<file path="config.mk">
export PLATFORM = sky130hd
export DESIGN_NAME = superfasthash_32
export DESIGN_NICKNAME = d
export VERILOG_FILES = /design/src/sv/sfh_pkg.sv /design/src/sv/sfh_fifo.sv /design/src/sv/sfh_front.sv /design/src/sv/sfh_back.sv /design/src/sv/superfasthash_32.sv
export SDC_FILE = /design/constraint.sdc
export NUM_CORES = 1
export LEC_CHECK = 0
export BUFFER_PORTS_ARGS = -buffer_cell sky130_fd_sc_hd__clkbuf_2
export CAP_MARGIN = 20
export CORE_ASPECT_RATIO = 0.7
export CORE_MARGIN = 2
export CORE_UTILIZATION = 50
export DETAILED_ROUTE_END_ITERATION = 12
export GPL_TIMING_DRIVEN = 0
export PLACE_DENSITY_LB_ADDON = 0.1
export SETUP_SLACK_MARGIN = 0.05
export SYNTH_ARGS = -nofsm -noshare
export SYNTH_HDL_FRONTEND = slang
export SYNTH_HIERARCHICAL = 1
export SYNTH_SLANG_ARGS = --single-unit
</file>
<file path="constraint.sdc">
create_clock -name aclk -period 5 [get_ports aclk]
set_input_delay 0.25 -clock aclk [delete_from_list [all_inputs] [get_ports aclk]]
set_output_delay 0.25 -clock aclk [all_outputs]
set_load 0.02 [all_outputs]
</file>
<file path="src/sv/sfh_pkg.sv">
// ----------------------------------------------------------------------------
// sfh_pkg
// shared widths, byte count codes, queue status type and hash mix functions
// ----------------------------------------------------------------------------
package sfh_pkg;

    localparam int WORD_W       = 32;
    localparam int COUNT_W      = 3;
    localparam int SFH_FIFO_DEPTH = 4;

    // valid byte counts of the last word
    localparam logic [COUNT_W-1:0] BYTES_NONE  = 3'd0;
    localparam logic [COUNT_W-1:0] BYTES_ONE   = 3'd1;
    localparam logic [COUNT_W-1:0] BYTES_TWO   = 3'd2;
    localparam logic [COUNT_W-1:0] BYTES_THREE = 3'd3;
    localparam logic [COUNT_W-1:0] BYTES_FULL  = 3'd4;
    localparam logic [COUNT_W-1:0] BYTES_MAX   = 3'd7;

    typedef logic [WORD_W-1:0] word_t;

    typedef struct packed {
        logic full;
        logic empty;
    } fifo_stat_t;

    function automatic word_t mix_full(input word_t h_in, input word_t w);
        word_t h;
        word_t t;
        h = h_in + {16'd0, w[15:0]};
        t = {5'd0, w[31:16], 11'd0} ^ h;
        h = {h[15:0], 16'd0} ^ t;
        h = h + (h >> 11);
        return h;
    endfunction

    function automatic word_t mix_tail(input word_t h_in, input word_t w,
                                       input logic [COUNT_W-1:0] n);
        word_t h;
        h = h_in;
        case (n)
            BYTES_THREE: begin
                h = h + {16'd0, w[15:0]};
                h = h ^ (h << 16);
                h = h ^ {6'd0, w[23:16], 18'd0};
                h = h + (h >> 11);
            end
            BYTES_TWO: begin
                h = h + {16'd0, w[15:0]};
                h = h ^ (h << 11);
                h = h + (h >> 17);
            end
            BYTES_ONE: begin
                h = h + {24'd0, w[7:0]};
                h = h ^ (h << 10);
                h = h + (h >> 1);
            end
            default: begin
                h = h_in;
            end
        endcase
        return h;
    endfunction

    // first half of the avalanche
    function automatic word_t aval_a(input word_t h_in);
        word_t h;
        h = h_in ^ (h_in << 3);
        h = h + (h >> 5);
        h = h ^ (h << 4);
        return h;
    endfunction

    // second half of the avalanche
    function automatic word_t aval_b(input word_t h_in);
        word_t h;
        h = h_in + (h_in >> 17);
        h = h ^ (h << 25);
        h = h + (h >> 6);
        return h;
    endfunction

endpackage

</file>
<file path="src/sv/sfh_fifo.sv">
// ----------------------------------------------------------------------------
// sfh_fifo
// short word queue between the mixing front and the finalizing back
// ----------------------------------------------------------------------------
module sfh_fifo #(
    parameter int DEPTH = sfh_pkg::SFH_FIFO_DEPTH
) (
    input  logic                aclk,
    input  logic                aresetn,
    input  logic                push,
    input  sfh_pkg::word_t      wdata,
    input  logic                pop,
    output sfh_pkg::word_t      rdata,
    output sfh_pkg::fifo_stat_t stat
);
    import sfh_pkg::*;

    localparam int PTR_W = (DEPTH > 1) ? $clog2(DEPTH) : 1;
    localparam int CNT_W = $clog2(DEPTH + 1);

    word_t              mem [DEPTH];
    logic [PTR_W-1:0]   wr_ptr_reg, wr_ptr_next;
    logic [PTR_W-1:0]   rd_ptr_reg, rd_ptr_next;
    logic [CNT_W-1:0]   count_reg, count_next;
    logic               do_push, do_pop;

    assign stat.full  = (count_reg == CNT_W'(DEPTH));
    assign stat.empty = (count_reg == '0);
    assign do_push    = push && !stat.full;
    assign do_pop     = pop && !stat.empty;
    assign rdata      = mem[rd_ptr_reg];

    always_comb begin
        wr_ptr_next = wr_ptr_reg;
        rd_ptr_next = rd_ptr_reg;
        count_next  = count_reg;
        if (do_push) begin
            wr_ptr_next = (wr_ptr_reg == PTR_W'(DEPTH - 1)) ? '0 : wr_ptr_reg + 1'b1;
        end
        if (do_pop) begin
            rd_ptr_next = (rd_ptr_reg == PTR_W'(DEPTH - 1)) ? '0 : rd_ptr_reg + 1'b1;
        end
        if (do_push && !do_pop) begin
            count_next = count_reg + 1'b1;
        end else if (do_pop && !do_push) begin
            count_next = count_reg - 1'b1;
        end
    end

    always_ff @(posedge aclk) begin
        if (!aresetn) begin
            wr_ptr_reg <= '0;
            rd_ptr_reg <= '0;
            count_reg  <= '0;
        end else begin
            wr_ptr_reg <= wr_ptr_next;
            rd_ptr_reg <= rd_ptr_next;
            count_reg  <= count_next;
        end
    end

    always_ff @(posedge aclk) begin
        if (do_push) begin
            mem[wr_ptr_reg] <= wdata;
        end
    end

endmodule

</file>
<file path="src/sv/sfh_front.sv">
// ----------------------------------------------------------------------------
// sfh_front
// accepts words, keeps the running hash and queues the pre-avalanche value
// ----------------------------------------------------------------------------
module sfh_front (
    input  logic                          aclk,
    input  logic                          aresetn,
    input  logic                          s_axis_tvalid,
    output logic                          s_axis_tready,
    input  sfh_pkg::word_t                s_axis_tdata,   // data_word
    input  logic [sfh_pkg::COUNT_W-1:0]   s_axis_tuser,   // byte_count
    input  logic                          s_axis_tlast,   // last_of_message
    input  sfh_pkg::fifo_stat_t           q_stat,
    output logic                          q_push,
    output sfh_pkg::word_t                q_wdata
);
    import sfh_pkg::*;

    word_t hash_reg, hash_next;
    word_t full_mix;
    logic  accept;

    assign s_axis_tready = !q_stat.full;
    assign accept        = s_axis_tvalid && s_axis_tready;
    assign full_mix      = mix_full(hash_reg, s_axis_tdata);
    assign q_push        = accept && s_axis_tlast;

    always_comb begin
        case (s_axis_tuser) inside
            [BYTES_FULL:BYTES_MAX]: q_wdata = full_mix;
            default:                q_wdata = mix_tail(hash_reg, s_axis_tdata, s_axis_tuser);
        endcase
    end

    always_comb begin
        hash_next = hash_reg;
        if (accept) begin
            // a message ends: start the next one from zero
            hash_next = s_axis_tlast ? '0 : full_mix;
        end
    end

    always_ff @(posedge aclk) begin
        if (!aresetn) begin
            hash_reg <= '0;
        end else begin
            hash_reg <= hash_next;
        end
    end

endmodule

</file>
<file path="src/sv/sfh_back.sv">
// ----------------------------------------------------------------------------
// sfh_back
// two-stage avalanche finalization with a registered result word
// ----------------------------------------------------------------------------
module sfh_back (
    input  logic                aclk,
    input  logic                aresetn,
    input  sfh_pkg::fifo_stat_t q_stat,
    input  sfh_pkg::word_t      q_rdata,
    output logic                q_pop,
    output logic                m_axis_tvalid,
    input  logic                m_axis_tready,
    output sfh_pkg::word_t      m_axis_tdata    // hash_value
);
    import sfh_pkg::*;

    logic  mid_valid_reg, mid_valid_next;
    word_t mid_data_reg;
    logic  out_valid_reg, out_valid_next;
    word_t out_data_reg;
    logic  out_free, mid_free;

    assign out_free = !out_valid_reg || m_axis_tready;
    assign mid_free = !mid_valid_reg || out_free;
    assign q_pop    = !q_stat.empty && mid_free;

    assign m_axis_tvalid = out_valid_reg;
    assign m_axis_tdata  = out_data_reg;

    always_comb begin
        mid_valid_next = mid_free ? q_pop : mid_valid_reg;
        out_valid_next = out_free ? mid_valid_reg : out_valid_reg;
    end

    always_ff @(posedge aclk) begin
        if (!aresetn) begin
            mid_valid_reg <= 1'b0;
            out_valid_reg <= 1'b0;
        end else begin
            mid_valid_reg <= mid_valid_next;
            out_valid_reg <= out_valid_next;
        end
    end

    always_ff @(posedge aclk) begin
        if (q_pop) begin
            mid_data_reg <= aval_a(q_rdata);
        end
        if (out_free && mid_valid_reg) begin
            out_data_reg <= aval_b(mid_data_reg);
        end
    end

endmodule

</file>
<file path="src/sv/superfasthash_32.sv">
// ----------------------------------------------------------------------------
// superfasthash_32
// streaming 32-bit superfasthash: word mix in front, avalanche in back
// ----------------------------------------------------------------------------
//  channel   dir  tdata          tuser        tlast
//  s_axis    in   data_word[31:0] byte_count[2:0] last_of_message
//  m_axis    out  hash_value[31:0] -            -
//
//  one word per cycle while the queue has room; the running hash updates in the
//  cycle a word is taken, so back-to-back words of one message need no bubbles.
//  the last word is queued at its accepting edge; m_axis_tvalid rises after
//  the avalanche stage and the output register at the earliest.
//  reset clears the running hash, queue and valid flags.
//  s_axis_tready drops only when the result queue is full behind a stalled m_axis.
// ----------------------------------------------------------------------------
module superfasthash_32 #(
    parameter int FIFO_DEPTH = sfh_pkg::SFH_FIFO_DEPTH
) (
    input  logic                        aclk,
    input  logic                        aresetn,
    input  logic                        s_axis_tvalid,
    output logic                        s_axis_tready,
    input  logic [31:0]                 s_axis_tdata,   // data_word
    input  logic [sfh_pkg::COUNT_W-1:0] s_axis_tuser,   // byte_count
    input  logic                        s_axis_tlast,   // last_of_message
    output logic                        m_axis_tvalid,
    input  logic                        m_axis_tready,
    output logic [31:0]                 m_axis_tdata    // hash_value
);
    import sfh_pkg::*;

    fifo_stat_t q_stat;
    logic       q_push, q_pop;
    word_t      q_wdata, q_rdata;

    sfh_front u_front (
        .aclk          (aclk),
        .aresetn       (aresetn),
        .s_axis_tvalid (s_axis_tvalid),
        .s_axis_tready (s_axis_tready),
        .s_axis_tdata  (s_axis_tdata),
        .s_axis_tuser  (s_axis_tuser),
        .s_axis_tlast  (s_axis_tlast),
        .q_stat        (q_stat),
        .q_push        (q_push),
        .q_wdata       (q_wdata)
    );

    sfh_fifo #(
        .DEPTH (FIFO_DEPTH)
    ) u_fifo (
        .aclk    (aclk),
        .aresetn (aresetn),
        .push    (q_push),
        .wdata   (q_wdata),
        .pop     (q_pop),
        .rdata   (q_rdata),
        .stat    (q_stat)
    );

    sfh_back u_back (
        .aclk          (aclk),
        .aresetn       (aresetn),
        .q_stat        (q_stat),
        .q_rdata       (q_rdata),
        .q_pop         (q_pop),
        .m_axis_tvalid (m_axis_tvalid),
        .m_axis_tready (m_axis_tready),
        .m_axis_tdata  (m_axis_tdata)
    );

endmodule

</file>
==> summary.txt, run 1 <==
Yosys
  – Flops & latches, synth: ~240
  – Register area share after synthesis: 0.298
  – Top-area cell type share of the netlist area: 0.259
  – Post-synthesis cell type count: 124
  – Area contributors post-synth: edfxtp_1, ha_1, xnor2_1, xor2_1, a21oi_1
  – Synth warn: 6
  – Leading area contributor after synthesis: edfxtp_1
  – Synthesized area per cell: just under 10 um2
  – Ys async rst share: 0
  – Post-synth EDFFs: ~190
  – Mapped Nets: approximately 2.5k
  – Mapped Area: 0.0222 mm2
  – Ys flop type: edfxtp_1
  – Syn Inst Count: 2302

Final layout
  – Fin area: around 0.029 mm2
  – Largest reg by FF count: u_fifo/mem
  – # fillers: between 3k and 4k
  – Share of post-route cells with drive strength above 1: 0.334
  – Nets: 2824
  – Commonest non-fill, non-tap cells in the layout: edfxtp_1, buf_4, nand2_1
  – Area delta synth->final: 31.7%
  – Max reg flops: ~130
  – Most common cell after layout, fill and taps aside: edfxtp_1

Place
  – Post-place instance area: ~0.024 mm2
  – GPL Wtd Cong: about 1.1
  – Dpl hpwl: approximately 67 mm
  – IO Port Bufs: roughly 70

Setup path
  – Worst Path Max Fanout: 8
  – CP top delay family: compound AO/OA/AOI/OAI gates
  – Crit. End Element: flop
  – Crit path largest cell delay: 0.50 ns
  – RR Startpoint: u_front/hash_reg[15]
  – Cells along the critical path: ha_1 -> buf_8 -> nand3_2 -> or3_1 -> buf_4 -> o21a_4 -> buf_4 -> o211a_4 -> xnor2_4 -> ha_4 -> a21o_1 -> or3_1 -> o21a_1 -> a41o_1 -> a21oi_4 -> nor4b_4 -> buf_4 -> nand2_4 -> xnor2_4 -> mux4_2 -> mux2_4
  – R2R depth: 21
  – Critical Path RT: around 5.3 ns
  – Critical register-to-register path endpoint: u_fifo/mem[0][20]
  – Slowest stage cell on the critical path: mux4_2
  – Nature of the critical path startpoint: flop
  – WP buf/inv: 4
  – Critical path class: flop to flop
  – R2r setup slk: -0.50 ns
  – Most used cell, CP: buf_4
  – Critical path arrival: about 5.8 ns

Clock network
  – Worst-skew pair later-pin latency: ~0.53 ns
  – Clock Root Buffer: clkbuf_16
  – Clk sink count: 235
  – Clk slew on worst S/H paths: about 0.07 ns
  – TritonCTS clock tree: yes
  – CTS Buf Count: 22
  – CTS H-Tree Depth: 1
  – CTS max path bufs: 3
  – CTS Hold Bufs: 0

Outcome
  – Outcome: finished with violations
  – Failing checks: setup timing

Drt
  – Vias: 20.8k
  – Uppermost routed layer: met5
  – Vias per inst: around 6.5
  – # DRC: 0
  – Routed len/inst: between 20 and 30 um
  – Remaining antenna violation count: 0
  – Final wirelength: about 88 mm
  – WL met1: approximately 40 mm
  – Met2 wire length: roughly 32 mm
  – Met3 routed wirelength: 13.3 mm
  – Iteration-0 DRC Markers: between 2k and 3k
  – Drt first pass iters: 8

Hold path
  – Worst hold start: m_axis_tready
  – Worst Hold End: u_back/mid_valid_reg
  – Hold Crit Class: input port to flop
  – WHS Path Cells: 4

STA
  – Final setup violation count: between 90 and 100
  – Fin crit period: around 5.5 ns
  – Fin. Hold Viols: 0
  – Fin Setup TNS: -26.98 ns
  – Slew @ Worst Pin: 1.21 ns
  – Slew HR: 0.194
  – Final worst slack: -0.496 ns
  – Setup Skew: 0.0205 ns
  – Unrepaired setup endpoints after global routing: true
  – Slew Limit Fails: 0
  – Period utilization: 1.10
  – Highest clock rate: around 180 MHz
  – Hold slack: 0.111 ns

Global routing
  – First-pass GRT wire length: roughly 120 mm
  – GRT Total Usage: 0.361
  – Vias in the first global route: 18.7k
  – Largest net degree at the start of global routing: 33
  – Total congestion overflow: 0
  – Antenna violations before repair: 1

Run
  – Max cap viols: 0

Floorplanning
  – Die area: 0.0462 mm2
  – Placeable Area: ~0.044 mm2
  – FP Rows: 64
  – Chip width: approximately 260 um
  – DIE HEIGHT: approximately 180 um
  – Io pins: between 70 and 80
  – Initial Utilization: 0.508
[per-stage QoR]
step	setup WS, ns	util	cells
2_1_floorplan	0.0611	-	2302
3_3_place_gp	-1.80	0.537	2967
3_5_place_dp	-1.81	0.539	2971
4_1_cts	-0.362	0.607	3090
5_1_grt	-0.553	0.669	3206
6_report	-0.496	0.669	3207
[how the worst max path moves through the flow]
| stage | start | to | slack (ns) | cells past startpoint |
|---|---|---|---|---|
| after floorplan | u_front/hash_reg[0] | u_fifo/mem[0][30] | 0.06 | 22 |
| final | u_front/hash_reg[15] | u_fifo/mem[0][20] | -0.50 | 21 |
| after global routing | u_front/hash_reg[0] | u_fifo/mem[0][20] | -0.55 | 23 |
| after detailed placement | u_front/hash_reg[5] | u_fifo/mem[2][30] | -1.81 | 20 |
| after CTS | u_front/hash_reg[3] | u_fifo/mem[0][20] | -0.36 | 24 |
| after global placement | u_front/hash_reg[5] | u_fifo/mem[2][30] | -1.80 | 20 |
[synthesized netlist by cell type, drive strengths merged, types with 9 or more instances]
| cell | n |
|---|---|
| xnor2 | 221 |
| edfxtp | 192 |
| a21oi | 183 |
| ha | 179 |
| nand2 | 159 |
| xor2 | 147 |
| nor2 | 138 |
| o21ai | 116 |
| a21o | 86 |
| inv | 81 |
| nand3 | 68 |
| nor3 | 52 |
| clkbuf | 45 |
| nor2b | 44 |
| dfxtp | 43 |
| mux4 | 35 |
| a211oi | 34 |
| buf | 32 |
| o21a | 31 |
| nand2b | 28 |
| nand4 | 27 |
| and3 | 25 |
| a31oi | 24 |
| and2 | 22 |
| o211ai | 20 |
| or3 | 20 |
| a22oi | 18 |
| o21bai | 18 |
| mux2i | 17 |
| o31ai | 13 |
| and4 | 12 |
| nor4 | 11 |
| a21boi | 10 |
| nor3b | 10 |
| fa | 9 |
| o22ai | 9 |
[cells by family (layout without fill, tap and decap cells)]
| family | count (synthesis) | in the layout | share of synthesized area |
|---|---|---|---|
| buf+inv | 158 | 468 | 0.0321 |
| flops | 235 | 235 | 0.298 |
| other cells | 0 | 1 | 0 |
| mux | 57 | 57 | 0.0460 |
| xor+xnor | 376 | 376 | 0.164 |
| fa+ha+maj | 188 | 188 | 0.109 |
| compound gates | 651 | 651 | 0.203 |
| simple gates | 637 | 637 | 0.148 |
[metal layers]
metal,track usage,vias to the layer above
met3,0.143,150
met5,0,-
met2,0.449,1203
met1,0.578,10300
met4,0.0473,2
li1,-,9163
[final cells by class]
type                       instances  area, um2  area share
multi-input combinational       1909      18300       0.625
sequential                       235       6680       0.228
timing repair buffer             276       2100      0.0718
tap                              594        743      0.0254
clock buffer                      26        576      0.0196
buffer                            71        433      0.0148
inverter                          81        308      0.0105
clock inverter                    14        148     0.00504
antenna                            1       2.50   0.0000854
[worst reg2reg max path, cell delays in order, from the launching register on]
cell,delay [ns]
dfxtp_4,0.40
ha_1,0.32
buf_8,0.16
nand3_2,0.13
or3_1,0.34
buf_4,0.19
o21a_4,0.26
buf_4,0.15
o211a_4,0.29
xnor2_4,0.29
ha_4,0.26
a21o_1,0.18
or3_1,0.31
o21a_1,0.22
a41o_1,0.27
a21oi_4,0.24
nor4b_4,0.07
buf_4,0.17
nand2_4,0.09
xnor2_4,0.10
mux4_2,0.51
mux2_4,0.31
[repair_timing]
| item | 4_1_cts | 5_1_grt |
|---|---|---|
| pin swaps | 76 | 160 |
| setup endpoints to repair | 155 | 135 |
| cloned | 0 | 1 |
| setup buffers | 83 | 122 |
| resized for setup | 281 | 319 |
| endpoints found under the hold margin | 0 | 0 |
Power of run 1 is not shown: default switching activity piles up to over one toggle a cycle in this logic, so the estimate is an artifact.
==> run 2: changes to the inputs <==
--- a/config.mk
+++ b/config.mk
@@ -10,11 +10,11 @@
 export CORE_ASPECT_RATIO = 0.7
 export CORE_MARGIN = 2
 export CORE_UTILIZATION = 50
+export CTS_CLUSTER_DIAMETER = 40
 export DETAILED_ROUTE_END_ITERATION = 12
 export GPL_TIMING_DRIVEN = 0
 export PLACE_DENSITY_LB_ADDON = 0.1
 export SETUP_SLACK_MARGIN = 0.05
 export SYNTH_ARGS = -nofsm -noshare
 export SYNTH_HDL_FRONTEND = slang
-export SYNTH_HIERARCHICAL = 1
 export SYNTH_SLANG_ARGS = --single-unit
==> run 2 against run 1 <==
Compared with the run above:
- the flow still finishes with violations (setup timing)
- via count is 8.4% lower
- maximum frequency down 2.8%
- synthesized area shrank 4.9%
- worst setup slack got worse by 0.16 ns
- first-iteration DRC count decreased by 17%
- flip-flop and latch count stayed put
- core utilization is 0.29 points lower
- critical endpoint is now u_fifo.mem[0][28]
- largest cell class unchanged
==> summary.txt, run 2 <==
Floorplanning
  – Chip width: 250 um (-2.4%)
  – FP Rows: 63 (-1.6%)
  – Io pins: 74 (unchanged)
  – Die area: 0.0440 mm2 (-4.8%)
  – Initial Utilization: 0.503 (-0.00422)
  – DIE HEIGHT: 176 um (-2.4%)
  – Placeable Area: 0.0420 mm2 (-4.1%)

Outcome
  – Outcome: finished with violations
  – Failing checks: setup timing

Clock network
  – CTS Buf Count: 27 (+23%)
  – Worst-skew pair later-pin latency: 0.56 ns (+0.03 ns)
  – CTS Hold Bufs: 0 (unchanged)
  – Clock Root Buffer: clkbuf_16
  – CTS H-Tree Depth: 1 (unchanged)
  – Clk sink count: 235 (unchanged)
  – CTS max path bufs: 3 (unchanged)
  – Clk slew on worst S/H paths: 0.06 ns (about the same)
  – TritonCTS clock tree: yes

Yosys
  – Post-synth EDFFs: 192 (unchanged)
  – Largest family of logic cells by synthesized area: compound AO/OA/AOI/OAI gates
  – Ys async rst share: 0 (unchanged)
  – Simple-gate share of the synthesized area: 0.138 (-0.0108)
  – Synth warn: 0 (-6)
  – Post-Synth XOR/XNOR Area: 0.169 (+0.00590)
  – Post-synth top cells: xnor2_1, edfxtp_1, ha_1, a21oi_1, nand2_1
  – Mapped Area: 0.0212 mm2 (-4.9%)
  – Mapped Nets: 2370 (-6.3%)
  – Most frequent cell after synthesis: xnor2_1
  – Area contributors post-synth: edfxtp_1, ha_1, xnor2_1, xor2_1, dfxtp_1
  – Synthesized area per cell: 9.87 um2 (+2.2%)
  – Register area share after synthesis: 0.313 (+0.0153)
  – Post-synthesis compound-gate area fraction: 0.188 (-0.0148)
  – Flops & latches, synth: 235 (unchanged)
  – Ys flop type: edfxtp_1
  – Adder-Cell Fraction of Synth Area: 0.114 (+0.00499)
  – Leading area contributor after synthesis: edfxtp_1
  – Top-area cell type share of the netlist area: 0.273 (+0.0133)
  – Proportion of synthesized area in mux cells: 0.0481 (+0.00212)
  – Post-synthesis cell type count: 105 (-15%)
  – Syn Inst Count: 2143 (-6.9%)

Setup path
  – Slowest stage cell on the critical path: a221oi_4
  – Critical path class: flop to flop
  – Critical path arrival: 5.91 ns (+0.14 ns)
  – Worst Path Max Fanout: 5 (-3)
  – RR Startpoint: u_front.hash_reg[0]
  – Critical Path Source: u_front.hash_reg[0]
  – Crit path largest cell delay: 0.37 ns (-0.13 ns)
  – WP buf/inv: 3 (-1)
  – Nature of the critical path startpoint: flop
  – Crit. End Element: flop
  – Critical Path RT: 5.25 ns (-0.02 ns)
  – CP top delay family: compound AO/OA/AOI/OAI gates

Final layout
  – Commonest non-fill, non-tap cells in the layout: edfxtp_1, buf_4, xnor2_1
  – # fillers: 3272 (-5.3%)
  – Area delta synth->final: 32.3%
  – Largest reg by FF count: u_fifo.mem
  – Max reg flops: 128 (unchanged)
  – Fin area: 0.0280 mm2 (-4.5%)
  – Share of post-route cells with drive strength above 1: 0.337 (+0.00274)
  – Sequential cell area: 0.00668 mm2 (+0.11%)
  – Nets: 2685 (-4.9%)
  – Multi-input gate area: 0.0168 mm2 (-8.2%)
  – Most common cell after layout, fill and taps aside: edfxtp_1

Global routing
  – Antenna violations before repair: 2 (+1)
  – Total congestion overflow: 0 (unchanged)
  – First-pass GRT wire length: 115 mm (-7.1%)
  – Vias in the first global route: 17.9k (-4.6%)
  – Largest net degree at the start of global routing: 33 (unchanged)
  – GRT Total Usage: 0.356 (-0.00492)

STA
  – Final setup violation count: 110 (+15%)
  – Period utilization: 1.13 (+0.0318)
  – Unrepaired setup endpoints after global routing: true
  – Setup Skew: 0.0225 ns (+0.00200 ns)
  – Fin. Hold Viols: 0 (unchanged)
  – Final worst slack: -0.655 ns (-0.159 ns)
  – Hold slack: 0.0430 ns (-0.0682 ns)
  – Highest clock rate: 177 MHz (-2.8%)
  – Slew Limit Fails: 0 (unchanged)
  – Fin crit period: 5.65 ns (+0.159 ns)
  – Fin Setup TNS: -42.38 ns (-15.40 ns)
  – Slew @ Worst Pin: 1.20 ns (-0.0106 ns)
  – Slew HR: 0.197 (+0.00316)

Drt
  – Final wirelength: 81.1 mm (-8.1%)
  – Iteration-0 DRC Markers: 2190 (-17%)
  – Vias: 19.1k (-8.4%)
  – Drt first pass iters: 6 (-2)
  – Vias per inst: 6.29 (-3.1%)
  – # DRC: 0 (unchanged)
  – Remaining antenna violation count: 0 (unchanged)
  – Routed len/inst: 26.7 um (-2.8%)

Hold path
  – Worst hold start: aresetn
  – Hold Crit Class: input port to flop

Place
  – GPL Wtd Cong: 1.08 (+1.6%)
  – IO Port Bufs: 72 (+1.4%)
  – Post-place instance area: 0.0225 mm2 (-4.6%)
  – Dpl hpwl: 61.1 mm (-9.4%)

Run
  – Max cap viols: 0 (unchanged)
==> run 2: changes by cell type after synthesis, sizes merged, moves of 10 or more <==
cell / before / now
nand3: 68 / 42
nand2: 159 / 137
a21o: 86 / 65
o21ai: 116 / 96
nor2: 138 / 119
o21bai: 18 / 31
xnor2: 221 / 234
buf: 32 / 20
a211oi: 34 / 23
a21oi: 183 / 173
o21a: 31 / 41
xor2: 147 / 137
==> run 2: cells by family (layout without fill, tap and decap cells) <==
kind of cell,Yosys count,after routing
compound gates,584,584
other cells,0,2
buf+inv,144,479
simple gates,558,558
fa+ha+maj,187,187
xor+xnor,380,380
mux,55,55
flops,235,235
==> run 2: worst register-to-register path, cell delays in order (launching register included) <==
cell,delay [ns]
dfxtp_4,0.35
ha_4,0.16
fa_2,0.33
a21o_1,0.22
a221oi_4,0.32
buf_12,0.16
o21ai_4,0.09
a41oi_4,0.26
buf_12,0.16
a21oi_4,0.07
xnor2_4,0.19
xnor2_2,0.17
xor2_2,0.16
buf_6,0.15
ha_4,0.31
o2111ai_4,0.12
o21ai_2,0.23
nand4b_1,0.24
a21oi_2,0.23
o21a_1,0.15
o21a_1,0.20
nor2_4,0.08
nand4b_1,0.27
xnor2_2,0.23
a221oi_4,0.37
o22ai_4,0.16
==> run 2: stage by stage <==
step / instances / setup slack, ns / utilization
final: 3032 / -0.655 / 0.666
after global routing: 3032 / -0.736 / 0.666
after global placement: 2767 / -1.93 / 0.533
after floorplan: 2143 / -0.0160 / -
after CTS: 2959 / -0.509 / 0.632
after detailed placement: 2774 / -1.95 / 0.536
==> run 2: path summary, 6_finish.rpt <==
check / to / slack [ns] / cells past startpoint
max: u_fifo.mem[0][28] / -0.65 / 25
min: u_back.mid_valid_reg / 0.04 / 2
max reg2reg: u_fifo.mem[0][28] / -0.65 / 25
min reg2reg: u_fifo.count_reg[2] / 0.51 / 2
==> run 2: routing by layer <==
layer	share of wire	routed length (um)	GRT usage
met2	0.37	30300	0.459
met4	0.030	2400	0.0861
met3	0.15	12500	0.174
met1	0.44	35800	0.522
met5	0.0015	122	0
==> run 2: cell type report <==
| cell class | instances | area share |
|---|---|---|
| multi-input cells | 1764 | 0.601 |
| clock inverters | 18 | 0.00568 |
| clock buffers | 31 | 0.0247 |
| diodes | 2 | 0.000179 |
| well taps | 552 | 0.0247 |
| repair buffers | 289 | 0.0813 |
| flip-flops and latches | 235 | 0.239 |
| inverters | 84 | 0.0116 |
| plain buffers | 57 | 0.0123 |
==> run 2: repair_timing <==
action	4_1_cts	5_1_grt
endpoints found under the setup margin	182	144
buffers inserted	141	80
gates resized for setup	383	161
pin swaps	179	147
Power of run 2 is left out for the same reason.
